$ cat src/sv/zs_pkg.sv
// ----------------------------------------------------------------------------
// zs_pkg
// Shared types and constants of the Zipf sampler: field widths, opcodes,
// generator constants, the command that travels from front to back, and the
// back-end state machine.
// ----------------------------------------------------------------------------
`default_nettype none

package zs_pkg;

   localparam int ZS_MAX_ITEMS = 4096;

   localparam int IDX_W    = 13;
   localparam int THR_W    = 31;
   localparam int SAMPLE_W = 12;
   localparam int COUNT_W  = 13;

   localparam int REQ_DATA_W = 48;
   localparam int RSP_DATA_W = 16;

   localparam int CMD_QUEUE_DEPTH = 4;

   localparam logic [COUNT_W-1:0] ITEM_COUNT_RESET = 13'd4096;

   localparam logic [14:0] LCG_MULT = 15'd16807;
   localparam logic [31:0] LCG_MOD  = 32'h7FFF_FFFF;
   localparam logic [30:0] LCG_SEED = 31'd1687248;

   localparam logic OP_LOAD = 1'b0;
   localparam logic OP_DRAW = 1'b1;

   typedef struct packed {
      logic             opcode;
      logic [IDX_W-1:0] entry_index;
      logic [THR_W-1:0] threshold;
   } cmd_type;

   typedef enum logic [2:0] {
      ST_IDLE,
      ST_MULT,
      ST_REDUCE,
      ST_SEARCH,
      ST_OUTPUT
   } back_state_type;

endpackage

`default_nettype wire

$ cat src/sv/zs_front.sv
// ----------------------------------------------------------------------------
// zs_front
// Request front end: takes items from the stream, drops loads whose position
// lies outside the table and registers the rest as commands for the queue.
// ----------------------------------------------------------------------------
`default_nettype none

module zs_front
   import zs_pkg::*;
#(
   parameter int MAX_ITEMS = ZS_MAX_ITEMS
) (
   input  wire logic                  clock,
   input  wire logic                  reset,
   input  wire logic                  req_tvalid,
   output logic                       req_tready,
   input  wire logic [REQ_DATA_W-1:0] req_tdata,
   input  wire logic                  req_tuser,
   output logic                       cmd_valid,
   input  wire logic                  cmd_ready,
   output cmd_type                    cmd
);

   logic    valid_ff, valid_in;
   cmd_type cmd_ff, cmd_in;
   cmd_type decoded;
   logic    accept;
   logic    keep;
   logic [31:0] idx32;

   assign req_tready = !valid_ff || cmd_ready;
   assign accept     = req_tvalid && req_tready;

   always_comb begin
      decoded.opcode      = req_tuser;
      decoded.entry_index = req_tdata[IDX_W-1:0];
      decoded.threshold   = req_tdata[IDX_W+THR_W-1:IDX_W];
      idx32 = 32'(decoded.entry_index);
      // loads to position zero or past the table end have no effect
      keep = (decoded.opcode == OP_DRAW) ||
             ((idx32 != 32'd0) && (idx32 <= 32'(MAX_ITEMS)));
   end

   always_comb begin
      valid_in = valid_ff;
      cmd_in   = cmd_ff;
      if (valid_ff && cmd_ready) begin
         valid_in = 1'b0;
      end
      if (accept) begin
         valid_in = keep;
         cmd_in   = decoded;
      end
   end

   always_ff @(posedge clock) begin
      if (reset) begin
         valid_ff <= 1'b0;
      end else begin
         valid_ff <= valid_in;
      end
      cmd_ff <= cmd_in;
   end

   assign cmd_valid = valid_ff;
   assign cmd       = cmd_ff;

endmodule

`default_nettype wire

$ cat config.mk
export PLATFORM = sky130hd
export DESIGN_NAME = zs_front
export DESIGN_NICKNAME = d
export VERILOG_FILES = /design/src/sv/zs_pkg.sv /design/src/sv/zs_front.sv
export SDC_FILE = /design/constraint.sdc
export NUM_CORES = 1
export LEC_CHECK = 0
export ABC_AREA = 1
export BUFFER_PORTS_ARGS = -buffer_cell sky130_fd_sc_hd__buf_4
export CORE_MARGIN = 10
export CORE_UTILIZATION = 40
export DETAILED_ROUTE_END_ITERATION = 12
export GPL_TIMING_DRIVEN = 0
export PLACE_DENSITY_LB_ADDON = 0.2
export SLEW_MARGIN = 20
export SYNTH_ARGS = -nofsm -noshare
export SYNTH_HDL_FRONTEND = slang
export SYNTH_SLANG_ARGS = --single-unit
$ cat constraint.sdc
create_clock -name clock -period 5.38 [get_ports clock]
set_clock_uncertainty 0.1 [all_clocks]
set_input_delay 0.538 -clock clock [delete_from_list [all_inputs] [get_ports clock]]
set_output_delay 0.538 -clock clock [all_outputs]
set_load 0.01 [all_outputs]
==> impl_metrics.tcl <==
set metrics [dict create \
    power_density_nw_per_um2 299 \
    synth_top_area_share 0.922 \
    n_fill_cell 248 \
    io_pins 100 \
    hold_buffers 0 \
    place.gp.congestion 0.751 \
    wl_per_cell_um 17.1 \
    numCtsBuffers 5 \
    critical_path_class "input port to register" \
    vias_per_cell 4.33 \
    rr_startpoint "cmd_valid" \
    routed_wl_um 3720 \
    grt_max_degree 17 \
    worstRegToRegCells 3 \
    area_growth_syn_to_layout_pct 62.4 \
    htreeDepth 2 \
    vias 943 \
    drc 0 \
    cap_violations 0 \
    total_power_w 0.000713 \
    rows 21 \
    setup_viol 0 \
    hold_start "reset" \
    yosys-top-cells-area "edfxtp_1 92%, nand2_1 1.5%, nor2_1 1.5%" \
    ys_ff_latch 46 \
    antenna_found_initial 0 \
    clkTransAtPathRegs_ps 80 \
    synthesis.nets 120 \
    synth_edf_count 45 \
    synthArstFlopShare 0 \
    grt_pass1_wl_um 5330 \
    die_w_um 80.5 \
    grt-ovfl-total 0 \
    dr_wl_met3_um 540 \
    min_delay_path_depth 2 \
    post-route-period-util 0.311 \
    clockBufferDepth 2 \
    ys_seq_area_frac 0.935 \
    synth_common_cells "45 x edfxtp_1, 6 x nand2_1, 6 x nor2_1" \
    first_iter_violations 33 \
    clockRootBuffer "clkbuf_8" \
    syn_area_um2 1470 \
    yosys.area.top_type "edfxtp_1" \
    met2_length_um 1910 \
    maxSlewHeadroom 0.609 \
    synth.avg_cell_area_um2 21.9 \
    cp_data_arrival_time_ps 1580 \
    required_ps 5280 \
    die_area_um2 6490 \
    cp-startpoint "cmd_ready" \
    grt_pass1_vias 1020 \
    grt_util_all_layers 0.109 \
    start_util 0.426 \
    postCtsResizedCells 0 \
    post-cts-setup-buffers 0 \
    finalHoldViolCount 0 \
    leakage_nw 1.02 \
    dp.cells 210 \
    vdd_drop_max_uv 203 \
    final_layout_size_suffix_gt1_frac 0.628 \
    yosysMostFrequentCell "edfxtp_1" \
    yosysWarningCount 0 \
    cp_max_fo 16 \
    hold_path.class "input port to register" \
    die_h_um 80.5 \
    rsz0062_at_grt "false" \
    diodes 0 \
    dpl.hpwl_um 3090 \
    fmax_mhz 597 \
    antenna_left 0 \
    drv_slew 0 \
    ys_types 10 \
    port_buffers 95 \
    met1_length_um 1250 \
    worstSkewPairLatency_ps 290 \
    synth_top_flop_cell "edfxtp_1" \
    topRoutingLayerUsed "met4" \
    synthCells 67 \
    final_nets 224 \
    start_kind "input port" \
    cts_sinks 46 \
    cp-end-kind "register" \
    cts_tree "built" \
    status "completed" \
    tightestPinTransition_ps 585 \
    final.min_clock_period_ps 1670 \
    core_um2 3440 \
    stdcell_count 218 \
    dr.pass1.iters 4 \
]
==> layout by cell type, fill, tap and decap left out, drive strengths merged <==
master and count:
clkbuf 5, nand3 2, clkinvlp 1, and2 1
edfxtp 45, nor2 7, nand2 6, clkinv 2
a21oi 1, dfxtp 1, inv 3, buf 97
a21boi 1
==> layout make-up <==
| class | instances | area (um2) | area share |
|---|---|---|---|
| timing repair buffer | 97 | 756 | 0.317 |
| multi-input combinational | 18 | 95.1 | 0.0399 |
| clock inverter | 3 | 21.3 | 0.00893 |
| clock buffer | 5 | 68.8 | 0.0289 |
| inverter | 3 | 11.3 | 0.00473 |
| tap | 46 | 57.6 | 0.0242 |
| sequential | 46 | 1370 | 0.576 |
==> cells by family (layout without fill, tap and decap cells) <==
logic type / count (synthesis) / count (layout) / share of synthesized area
flops: 46 / 46 / 0.935
buf+inv: 3 / 108 / 0.00768
simple gates: 16 / 16 / 0.0461
compound gates: 2 / 2 / 0.0111
==> critical path: stages <==
cell      delay [ps]
buf_4             80
inv_1             60
a21boi_4         500
buf_16           220
buf_8            170
==> power breakdown <==
part           total (W)  internal, W  switching [W]
Sequential      0.000424     0.000418     0.00000582
Combinational  0.0000882    0.0000516      0.0000366
Clock           0.000201    0.0000911       0.000110
==> worst paths after layout <==
check | to | slack, ps
setup / recovery | cmd[22] | 3710
hold / removal | cmd_valid | 290
setup reg to reg | cmd[22] | 3730
hold reg to reg | cmd_valid | 460
==> sequential cells by signal, indices dropped and copies added, names as in the netlist <==
| name | count |
|---|---|
| cmd | 45 |
| cmd_valid | 1 |
==> routing by layer <==
metal,vias to the layer above,track usage
met5,-,0
met4,0,0.0317
met3,4,0.0746
met2,57,0.184
met1,425,0.106
li1,457,-
==> stage by stage <==
| stage | util | setup TNS [ps] | hold slack (ps) | area (um2) | setup WS (ps) |
|---|---|---|---|---|---|
| floorplan | - | 0 | 482 | 1470 | 903 |
| global placement | 0.650 | -8010 | 393 | 2240 | -179 |
| detailed placement | 0.666 | 0 | 446 | 2290 | 3380 |
| CTS | 0.692 | 0 | 279 | 2380 | 3690 |
| global route | 0.692 | 0 | 280 | 2380 | 3640 |
| finish | 0.692 | 0 | 291 | 2380 | 3710 |
(Power assumes the default switching activity.)
