<file path="src/sv/zs_pkg.sv">
// ----------------------------------------------------------------------------
// zs_pkg
// Shared types and constants of the Zipf sampler: field widths, opcodes,
// generator constants, the command that travels from front to back, and the
// back-end state machine.
// ----------------------------------------------------------------------------
`default_nettype none

package zs_pkg;

   localparam int ZS_MAX_ITEMS = 4096;

   localparam int IDX_W    = 13;
   localparam int THR_W    = 31;
   localparam int SAMPLE_W = 12;
   localparam int COUNT_W  = 13;

   localparam int REQ_DATA_W = 48;
   localparam int RSP_DATA_W = 16;

   localparam int CMD_QUEUE_DEPTH = 4;

   localparam logic [COUNT_W-1:0] ITEM_COUNT_RESET = 13'd4096;

   localparam logic [14:0] LCG_MULT = 15'd16807;
   localparam logic [31:0] LCG_MOD  = 32'h7FFF_FFFF;
   localparam logic [30:0] LCG_SEED = 31'd1687248;

   localparam logic OP_LOAD = 1'b0;
   localparam logic OP_DRAW = 1'b1;

   typedef struct packed {
      logic             opcode;
      logic [IDX_W-1:0] entry_index;
      logic [THR_W-1:0] threshold;
   } cmd_type;

   typedef enum logic [2:0] {
      ST_IDLE,
      ST_MULT,
      ST_REDUCE,
      ST_SEARCH,
      ST_OUTPUT
   } back_state_type;

endpackage

`default_nettype wire

</file>
<file path="src/sv/zs_cmd_fifo.sv">
// ----------------------------------------------------------------------------
// zs_cmd_fifo
// Short command queue between front end and back end.
// ----------------------------------------------------------------------------
`default_nettype none

module zs_cmd_fifo
   import zs_pkg::*;
(
   input  wire logic    clock,
   input  wire logic    reset,
   input  wire logic    push_valid,
   output logic         push_ready,
   input  wire cmd_type push_cmd,
   output logic         pop_valid,
   input  wire logic    pop_ready,
   output cmd_type      pop_cmd
);

   localparam int PTR_W = $clog2(CMD_QUEUE_DEPTH);
   localparam int CNT_W = $clog2(CMD_QUEUE_DEPTH + 1);

   cmd_type entries_ff [CMD_QUEUE_DEPTH];

   logic [PTR_W-1:0] wr_ptr_ff, wr_ptr_in;
   logic [PTR_W-1:0] rd_ptr_ff, rd_ptr_in;
   logic [CNT_W-1:0] count_ff, count_in;
   logic             do_push, do_pop;

   assign push_ready = (count_ff != CNT_W'(CMD_QUEUE_DEPTH));
   assign pop_valid  = (count_ff != '0);
   assign pop_cmd    = entries_ff[rd_ptr_ff];
   assign do_push    = push_valid && push_ready;
   assign do_pop     = pop_valid && pop_ready;

   always_comb begin
      wr_ptr_in = wr_ptr_ff;
      rd_ptr_in = rd_ptr_ff;
      count_in  = count_ff;
      if (do_push) begin
         wr_ptr_in = (wr_ptr_ff == PTR_W'(CMD_QUEUE_DEPTH - 1)) ? '0 : wr_ptr_ff + 1'b1;
      end
      if (do_pop) begin
         rd_ptr_in = (rd_ptr_ff == PTR_W'(CMD_QUEUE_DEPTH - 1)) ? '0 : rd_ptr_ff + 1'b1;
      end
      if (do_push && !do_pop) begin
         count_in = count_ff + 1'b1;
      end else if (do_pop && !do_push) begin
         count_in = count_ff - 1'b1;
      end
   end

   always_ff @(posedge clock) begin
      if (reset) begin
         wr_ptr_ff <= '0;
         rd_ptr_ff <= '0;
         count_ff  <= '0;
      end else begin
         wr_ptr_ff <= wr_ptr_in;
         rd_ptr_ff <= rd_ptr_in;
         count_ff  <= count_in;
      end
      if (do_push) begin
         entries_ff[wr_ptr_ff] <= push_cmd;
      end
   end

endmodule

`default_nettype wire

</file>
<file path="config.mk">
export PLATFORM = sky130hd
export DESIGN_NAME = zs_cmd_fifo
export DESIGN_NICKNAME = d
export VERILOG_FILES = /design/src/sv/zs_pkg.sv /design/src/sv/zs_cmd_fifo.sv
export SDC_FILE = /design/constraint.sdc
export NUM_CORES = 1
export LEC_CHECK = 0
export BUFFER_PORTS_ARGS = -buffer_cell sky130_fd_sc_hd__buf_2
export CORE_UTILIZATION = 40
export CTS_BUF_LIST = sky130_fd_sc_hd__clkbuf_8
export DETAILED_ROUTE_END_ITERATION = 16
export RECOVER_POWER = 25
export SLEW_MARGIN = 20
export SYNTH_ARGS = -nofsm -noshare
export SYNTH_HDL_FRONTEND = slang
export SYNTH_SLANG_ARGS = --single-unit
</file>
<file path="constraint.sdc">
create_clock -name clock -period 7.1 [get_ports clock]
set_clock_uncertainty 0.05 [all_clocks]
set_input_delay 0.71 -clock clock [delete_from_list [all_inputs] [get_ports clock]]
set_output_delay 0.71 -clock clock [all_outputs]
set_load 0.01 [all_outputs]
</file>
==> out/metrics.csv, run 1 <==
stage,metric,value,unit
status,result of the run,"complete, no violations",
layout,count of nets after finishing,446,
timing,final worst path period need,3.012,ns
timing,Final Max Tran Viols,0,
floorplanning,total die area,17930,µm²
synthesis,Unique masters post-synth,27,
worst_setup_path,cell class contributing the biggest share of worst-path delay,flip-flops,
worst_setup_path,Worst Setup Path Type,reg2out,
cts,clock buffer count from CTS,17,
placement,Port Buf Inserts,95,
cts,H-tree depth,4,
routing,number of design-rule violations left by the first detailed-router iteration,155,
floorplanning,starting density of the core,41.52,%
power,cell-internal power,0.001944,W
cts,cts repair resizes,0,
floorplanning,Die Height,133.9,µm
global_routing,largest net degree at the start of global routing,46,
synthesis,post-synthesis sequential element count,189,
routing,routed vias,3141,
cts,clk buf depth,2,
global_routing,GR Util All Layers,14.15,%
routing,post-detailed-routing wire length,11650,µm
timing,slew at the pin with the worst max-slew slack,0.9366,ns
synthesis,area share of the largest cell type after synthesis,77.68,%
worst_setup_path,CP Data Arrival Time,2.25,ns
routing,vias per cell,5.034,
power,Sw Ratio,27.09,%
routing,first drt pass iteration count,4,
power,total net switching power,0.0007223,W
layout,Syn-to-layout area delta,15.84,%
routing,routed length per instance,18.67,µm
timing,number of hold-slack violations in the final timing report,0,
routing,Post-route DRC,0,
timing,RSZ-0062 raised after global routing,no,
timing,"Period Utilization, post-route",42.42,%
power,power density over the cells,330.8,nW/µm²
worst_setup_path,r2r setup slk,4.62,ns
synthesis,proportion of synthesized chip area in sequential cells,80.27,%
placement,Post-Place Cell Area,7687,µm²
timing,setup TNS,0,ns
synthesis,Cells after Synth,283,
power,leakage power total,2.635,nW
cts,clk root buf,clkbuf_8,
synthesis,mean instance size in the synthesized netlist,24.59,µm²
global_routing,grt ovf,0,
worst_setup_path,Critical Path End Type,primary output,
synthesis,summed instance area of the synthesized netlist,6958,µm²
cts,number of buffers inserted for hold repair after clock tree synthesis,0,
worst_setup_path,critical path's largest stage delay,0.98,ns
synthesis,top cell type by total area after synthesis,edfxtp_1,
cts,CTS tree,yes,
worst_setup_path,crit path launch type,register,
synthesis,most area-consuming cells after synthesis,"edfxtp_1 78%, mux4_2 15%, dfxtp_1 2.6%, ha_1 1.1%, mux2i_1 0.43%",
worst_setup_path,critical path required time,6.34,ns
layout,fraction of final layout cells with drive strength greater than 1,38.96,%
placement,global placement routability congestion,0.6560,
floorplanning,DIE WIDTH,133.9,µm
synthesis,net count of the mapped netlist,339,
flow_run,# Max-Cap Violations,0,
cts,later-pin clock latency in the skew report,0.45,ns
floorplanning,number of placement rows,47,
cts,clock sink count,189,
worst_setup_path,cells along the critical path,"mux4_2, buf_2",
timing,setup violation total in the final timing report,0,
timing,Highest Clock Rate,0.3320,GHz
power,sequential fraction of design power,54.0,%
power,portion of total power attributed to combinational logic,19.6,%
timing,Slew Limit Headroom,37.56,%
synthesis,number of warnings reported in the yosys synthesis log,0,
global_routing,vias in the first global route,3340,
global_routing,global-route wire length before repair,18150,µm
floorplanning,area inside the core boundary,16760,µm²
worst_setup_path,critical path buffer and inverter count,1,
cts,post-CTS setup buffer count,0,
routing,number of antenna-violating nets in the routed design,0,
power,largest vdd supply drop,159.9,µV
cts,clock transition at the registers of the reported paths,0.10,ns
power,clock share of power,26.5,%
worst_hold_path,path class of the lowest-slack min-delay path,in2reg,
global_routing,initial antenna violation count,0,
placement,placed wire-length estimate after detailed placement,6619,µm
worst_setup_path,crit-path max FO,45,
floorplanning,I/O pin count,96,
worst_setup_path,cell at the slowest stage of the critical path,dfxtp_4,
layout,"Design Area, Final",8060,µm²
-- final cells by class --
type                            instances  area (µm²)
Multi-Input combinational cell         79        1297
Antenna cell                            1       2.502
Timing Repair Buffer                  100       475.5
Sequential cell                       189        5590
Clock inverter                         15       173.9
Inverter                                3       11.26
Clock buffer                           17       234.0
Fill cell                            1434        8700
Tap cell                              220       275.3
-- synthesized netlist by cell type --
cell      number
or3_1          1
or3b_1         1
nand2_1        1
and3_2         4
nor3_1         1
xor2_1         2
fa_1           1
inv_1          3
buf_1          4
o31ai_2        1
buf_2          1
clkbuf_2       2
nand2b_1       2
ha_1           6
a21oi_1        2
nor2_1         3
clkbuf_1       1
or3_2          2
nand3_1        1
edfxtp_1     180
o21ai_0        1
mux2i_1        3
buf_4          4
mux4_2        45
o31ai_1        1
and2_4         1
dfxtp_1        9
-- flip-flops by register name (all words and copies together), names as in the netlist, named ones only --
| signal | cells |
|---|---|
| entries_ff | 180 |
| count_ff | 3 |
| rd_ptr_ff | 2 |
| wr_ptr_ff | 2 |
-- cells by family (layout without fill, tap and decap cells) --
| logic type | Yosys count | after routing | share of synthesized area [%] |
|---|---|---|---|
| AOI/OAI and AO/OA | 5 | 5 | 0.5035 |
| other | 0 | 1 | 0 |
| muxes | 48 | 48 | 15.00 |
| buffers and inverters | 15 | 135 | 1.079 |
| xor gates and xnor gates | 2 | 2 | 0.2518 |
| and+or+nand+nor | 17 | 17 | 1.528 |
| DFF | 189 | 189 | 80.27 |
| adders and majority gates | 7 | 7 | 1.367 |
-- cell usage in the layout, fill, tap and decap left out, types with 2 or more instances in the layout --
cell,instances
inv_8,2
or3_2,2
ha_1,6
bufinv_16,2
clkbuf_8,17
a21oi_1,2
clkbuf_1,30
buf_2,65
buf_4,5
mux2i_1,3
clkinv_4,4
xor2_1,2
nor2_1,3
and3_2,4
inv_1,3
nand2b_1,2
edfxtp_1,180
dfxtp_1,7
mux4_2,45
inv_6,5
-- power by group through the flow --
stage               logic, W  registers [W]  clock network (W)
floorplan           0.000398        0.00140                  0
global placement    0.000529        0.00147                  0
detailed placement  0.000536        0.00147                  0
CTS                 0.000539        0.00145           0.000732
global route        0.000570        0.00146           0.000770
finish              0.000521        0.00144           0.000706
-- worst paths after layout --
kind / start / to / depth (start not counted)
hold / removal: push_cmd[25] / entries_ff[1][25]$_DFFE_PP_ / 1
hold reg to reg: rd_ptr_ff[0]$_SDFFE_PP0P_ / register / 2
setup reg to reg: count_ff[0]$_SDFFE_PP0P_ / count_ff[2]$_SDFFE_PP0P_ / 7
setup / recovery: register / pop_cmd[30] / 2
-- routing by layer --
layer  GRT usage (%)  vias up  share of wire (%)
met5               0        -                  0
met4           5.114        0               0.97
met3           5.593       11                6.5
met2           23.26       78                 51
met1           16.85     1649                 42
li1                -     1403                  -
-- through the flow --
step	worst slack, ns	utilization (%)	instances	power (W)	hold slack (ns)
floorplan	4.797	-	283	0.001798	0.4134
global placement	4.475	45.87	591	0.001997	0.4094
detailed placement	4.492	45.87	591	0.002009	0.4486
CTS	3.960	48.30	623	0.002718	0.3726
global route	3.870	48.08	623	0.002802	0.3906
finish	4.088	48.09	624	0.002666	0.4194
-- worst register-to-register path, delay by kind of cell (launching register included) --
kind	cells	cell delay [ns]
flip-flops	1	0.37
AND/OR/NAND/NOR	1	0.41
AO/OA/AOI/OAI	2	0.68
buffers and inverters	1	0.06
XOR/XNOR	1	0.18
adder cells (fa/ha/maj)	2	0.67
(Power assumes the default switching activity.)
==> run 2, diff against run 1 <==
==> constraint.sdc (replaced) <==
create_clock -name clock -period 3.05 [get_ports clock]
set_clock_uncertainty 0.05 [all_clocks]
set_input_delay 0.305 -clock clock [delete_from_list [all_inputs] [get_ports clock]]
set_output_delay 0.305 -clock clock [all_outputs]
set_load 0.01 [all_outputs]
==> out/metrics.csv, run 2 (synthesized netlist as in run 1, its figures left out) <==
stage,metric,value,unit,change
status,result of the run,"complete, no violations",,unchanged
worst_setup_path,CP Data Arrival Time,2.15,ns,was 2.25 ns
cts,clock buffer count from CTS,17,,unchanged
power,portion of total power attributed to combinational logic,21.5,%,was 19.6%
power,leakage power total,2.809,nW,was 2.635 nW
routing,post-detailed-routing wire length,12340,µm,was 11650 µm
worst_setup_path,end of the worst register-to-register path,count_ff[2]$_SDFFE_PP0P_,,unchanged
timing,final worst path period need,2.509,ns,
timing,setup TNS,0,ns,unchanged
power,largest vdd supply drop,387.4,µV,was 159.9 µV
flow_run,# Max-Cap Violations,0,,unchanged
worst_hold_path,source of the worst hold timing path,reset,,was push_cmd[25]
timing,setup violation total in the final timing report,0,,unchanged
worst_setup_path,critical path's largest stage delay,0.67,ns,was 0.98 ns
layout,number of flip-flops in the largest register,180,,unchanged
routing,first drt pass iteration count,4,,unchanged
cts,clock sink count,189,,unchanged
worst_setup_path,cell depth of the worst flop-to-flop path,7,,unchanged
routing,vias per cell,5.033,,was 5.034
worst_setup_path,Worst Setup Path Type,reg2out,,unchanged
power,power density over the cells,743.8,nW/µm²,was 330.8 nW/µm²
power,Sw Ratio,26.42,%,was 27.09%
power,clock share of power,26.2,%,was 26.5%
layout,Syn-to-layout area delta,21.81,%,was 15.84%
worst_setup_path,cells along the critical path,"buf_12, mux4_2, buf_2",,"was mux4_2, buf_2"
cts,clock transition at the registers of the reported paths,0.09,ns,was 0.10 ns
global_routing,grt ovf,0,,unchanged
global_routing,GR Util All Layers,14.65,%,was 14.15%
layout,fill count,1383,,was 1434
placement,global placement routability congestion,0.6675,,was 0.6560
worst_hold_path,capture endpoint of the worst hold path,count_ff[2]$_SDFFE_PP0P_,,was entries_ff[1][25]$_DFFE_PP_
routing,routed length per instance,18.70,µm,was 18.67 µm
layout,Ant. Diodes,0,,was 1
global_routing,initial antenna violation count,0,,unchanged
global_routing,global-route met3 utilization,4.951,%,was 5.593%
power,total net switching power,0.001666,W,was 0.0007223 W
timing,RSZ-0062 raised after global routing,no,,unchanged
layout,register with the highest flop count,entries_ff,,unchanged
worst_hold_path,depth of the worst hold-timing path,2,,was 1
global_routing,met2 GRT Util,23.20,%,was 23.26%
timing,Slew Limit Headroom,54.70,%,was 37.56%
timing,Worst Slack Setup Final,0.5405,ns,was 4.088 ns
worst_setup_path,cell at the slowest stage of the critical path,dfxtp_4,,unchanged
routing,number of antenna-violating nets in the routed design,0,,unchanged
layout,fraction of final layout cells with drive strength greater than 1,36.14,%,was 38.96%
worst_setup_path,critical path required time,2.69,ns,was 6.34 ns
layout,share of the core filled with cells,50.57,%,was 48.09%
power,sequential fraction of design power,52.3,%,was 54.0%
layout,Register Area,5590,µm²,unchanged
global_routing,largest net degree at the start of global routing,46,,unchanged
layout,area of combinational cells with multiple inputs,1297,µm²,unchanged
floorplanning,number of placement rows,47,,unchanged
layout,"leading cell types in the layout, fill and taps excluded","180 x edfxtp_1, 67 x buf_2, 45 x mux4_2",,"was 180 x edfxtp_1, 65 x buf_2, 45 x mux4_2"
floorplanning,total die area,17930,µm²,unchanged
placement,placed wire-length estimate after detailed placement,7383,µm,was 6619 µm
cts,later-pin clock latency in the skew report,0.45,ns,about the same
cts,cts repair resizes,0,,unchanged
worst_setup_path,critical path buffer and inverter count,2,,was 1
global_routing,global-route wire length before repair,19090,µm,was 18150 µm
placement,Setup WS pre-CTS,0.6144,ns,was 4.492 ns
cts,clk buf depth,2,,unchanged
cts,clk root buf,clkbuf_8,,unchanged
power,Pwr Total,0.006305,W,was 0.002666 W
floorplanning,Die Height,133.9,µm,unchanged
layout,count of nets after finishing,483,,was 446
worst_setup_path,crit path launch type,register,,unchanged
timing,number of hold-slack violations in the final timing report,0,,unchanged
routing,routed vias,3322,,was 3141
worst_setup_path,r2r setup slk,0.61,ns,was 4.62 ns
timing,slew at the pin with the worst max-slew slack,0.6795,ns,was 0.9366 ns
power,cell-internal power,0.004639,W,was 0.001944 W
global_routing,Global Route met1 Usage,18.83,%,was 16.85%
floorplanning,starting density of the core,41.52,%,unchanged
worst_setup_path,crit-path max FO,24,,was 45
cts,CTS tree,yes,,unchanged
layout,biggest regs,"entries_ff x180, count_ff x3",,unchanged
worst_hold_path,path class of the lowest-slack min-delay path,in2reg,,unchanged
global_routing,gr busiest metal,met2,,unchanged
timing,Final Max Tran Viols,0,,unchanged
layout,"Design Area, Final",8476,µm²,was 8060 µm²
cts,H-tree depth,4,,unchanged
placement,Post-Place Cell Area,7752,µm²,was 7687 µm²
routing,number of design-rule violations left by the first detailed-router iteration,164,,was 155
worst_setup_path,Critical Path End Type,primary output,,unchanged
worst_setup_path,cell class contributing the biggest share of worst-path delay,flip-flops,,unchanged
placement,Port Buf Inserts,95,,unchanged
global_routing,vias in the first global route,3494,,was 3340
worst_setup_path,Reg-to-Reg Start,count_ff[0]$_SDFFE_PP0P_,,unchanged
layout,"commonest non-fill, non-tap cell in the layout",edfxtp_1,,unchanged
floorplanning,I/O pin count,96,,unchanged
timing,"Period Utilization, post-route",82.28,%,
floorplanning,area inside the core boundary,16760,µm²,unchanged
floorplanning,DIE WIDTH,133.9,µm,unchanged
routing,Post-route DRC,0,,unchanged
timing,Highest Clock Rate,0.3985,GHz,
## run 2: cell count changes in the layout (fill, tap and decap cells not counted), sizes merged
| cell | change |
|---|---|
| buf | +4 |
| bufinv | +1 |
| clkbuf | -2 |
| clkinvlp | +2 |
| diode | -1 |
| dlygate4sd3 | +35 |
| inv | -3 |
## run 2: what timing repair did
item,4_1_cts,5_1_grt
setup endpoints to repair,0,0
hold buffers,34,1
setup buffers,0,0
endpoints found under the hold margin,136,3
## run 2: power by group through the flow
| stage | clock, W | sequential, W | combinational (W) |
|---|---|---|---|
| 2_1_floorplan | 0 | 0.00326 | 0.000927 |
| 3_3_place_gp | 0 | 0.00335 | 0.00134 |
| 3_5_place_dp | 0 | 0.00337 | 0.00136 |
| 4_1_cts | 0.00169 | 0.00331 | 0.00140 |
| 5_1_grt | 0.00179 | 0.00333 | 0.00147 |
| 6_report | 0.00165 | 0.00330 | 0.00136 |
## run 2: cell type report
cell class	count	area share, %
clock buffer	17	2.761
sequential	189	65.96
inverter	3	0.1329
tap	220	3.248
timing repair buffer	137	10.54
multi-input combinational	79	15.31
clock inverter	15	2.052
## run 2: how the worst max path moves through the flow
stage | start | to | cells past startpoint
3_3_place_gp | count_ff[0]$_SDFFE_PP0P_ | count_ff[2]$_SDFFE_PP0P_ | 7
5_1_grt | register | pop_cmd[27] | 3
4_1_cts | register | pop_cmd[27] | 3
2_1_floorplan | count_ff[0]$_SDFFE_PP0P_ | count_ff[2]$_SDFFE_PP0P_ | 9
3_5_place_dp | count_ff[0]$_SDFFE_PP0P_ | count_ff[2]$_SDFFE_PP0P_ | 7
6_report | register | pop_cmd[27] | 3
## run 2: layer usage
layer	vias up	wire [µm]
met2	91	6083
li1	1478	-
met1	1737	5381
met4	0	157
met5	-	0
met3	16	719
## run 2: metrics by stage
stage | instances | hold slack, ns
floorplan | 283 | 0.3539
global placement | 593 | 0.4364
detailed placement | 593 | 0.4260
CTS | 659 | 0.0005395
global route | 660 | 0.06867
finish | 660 | 0.08384
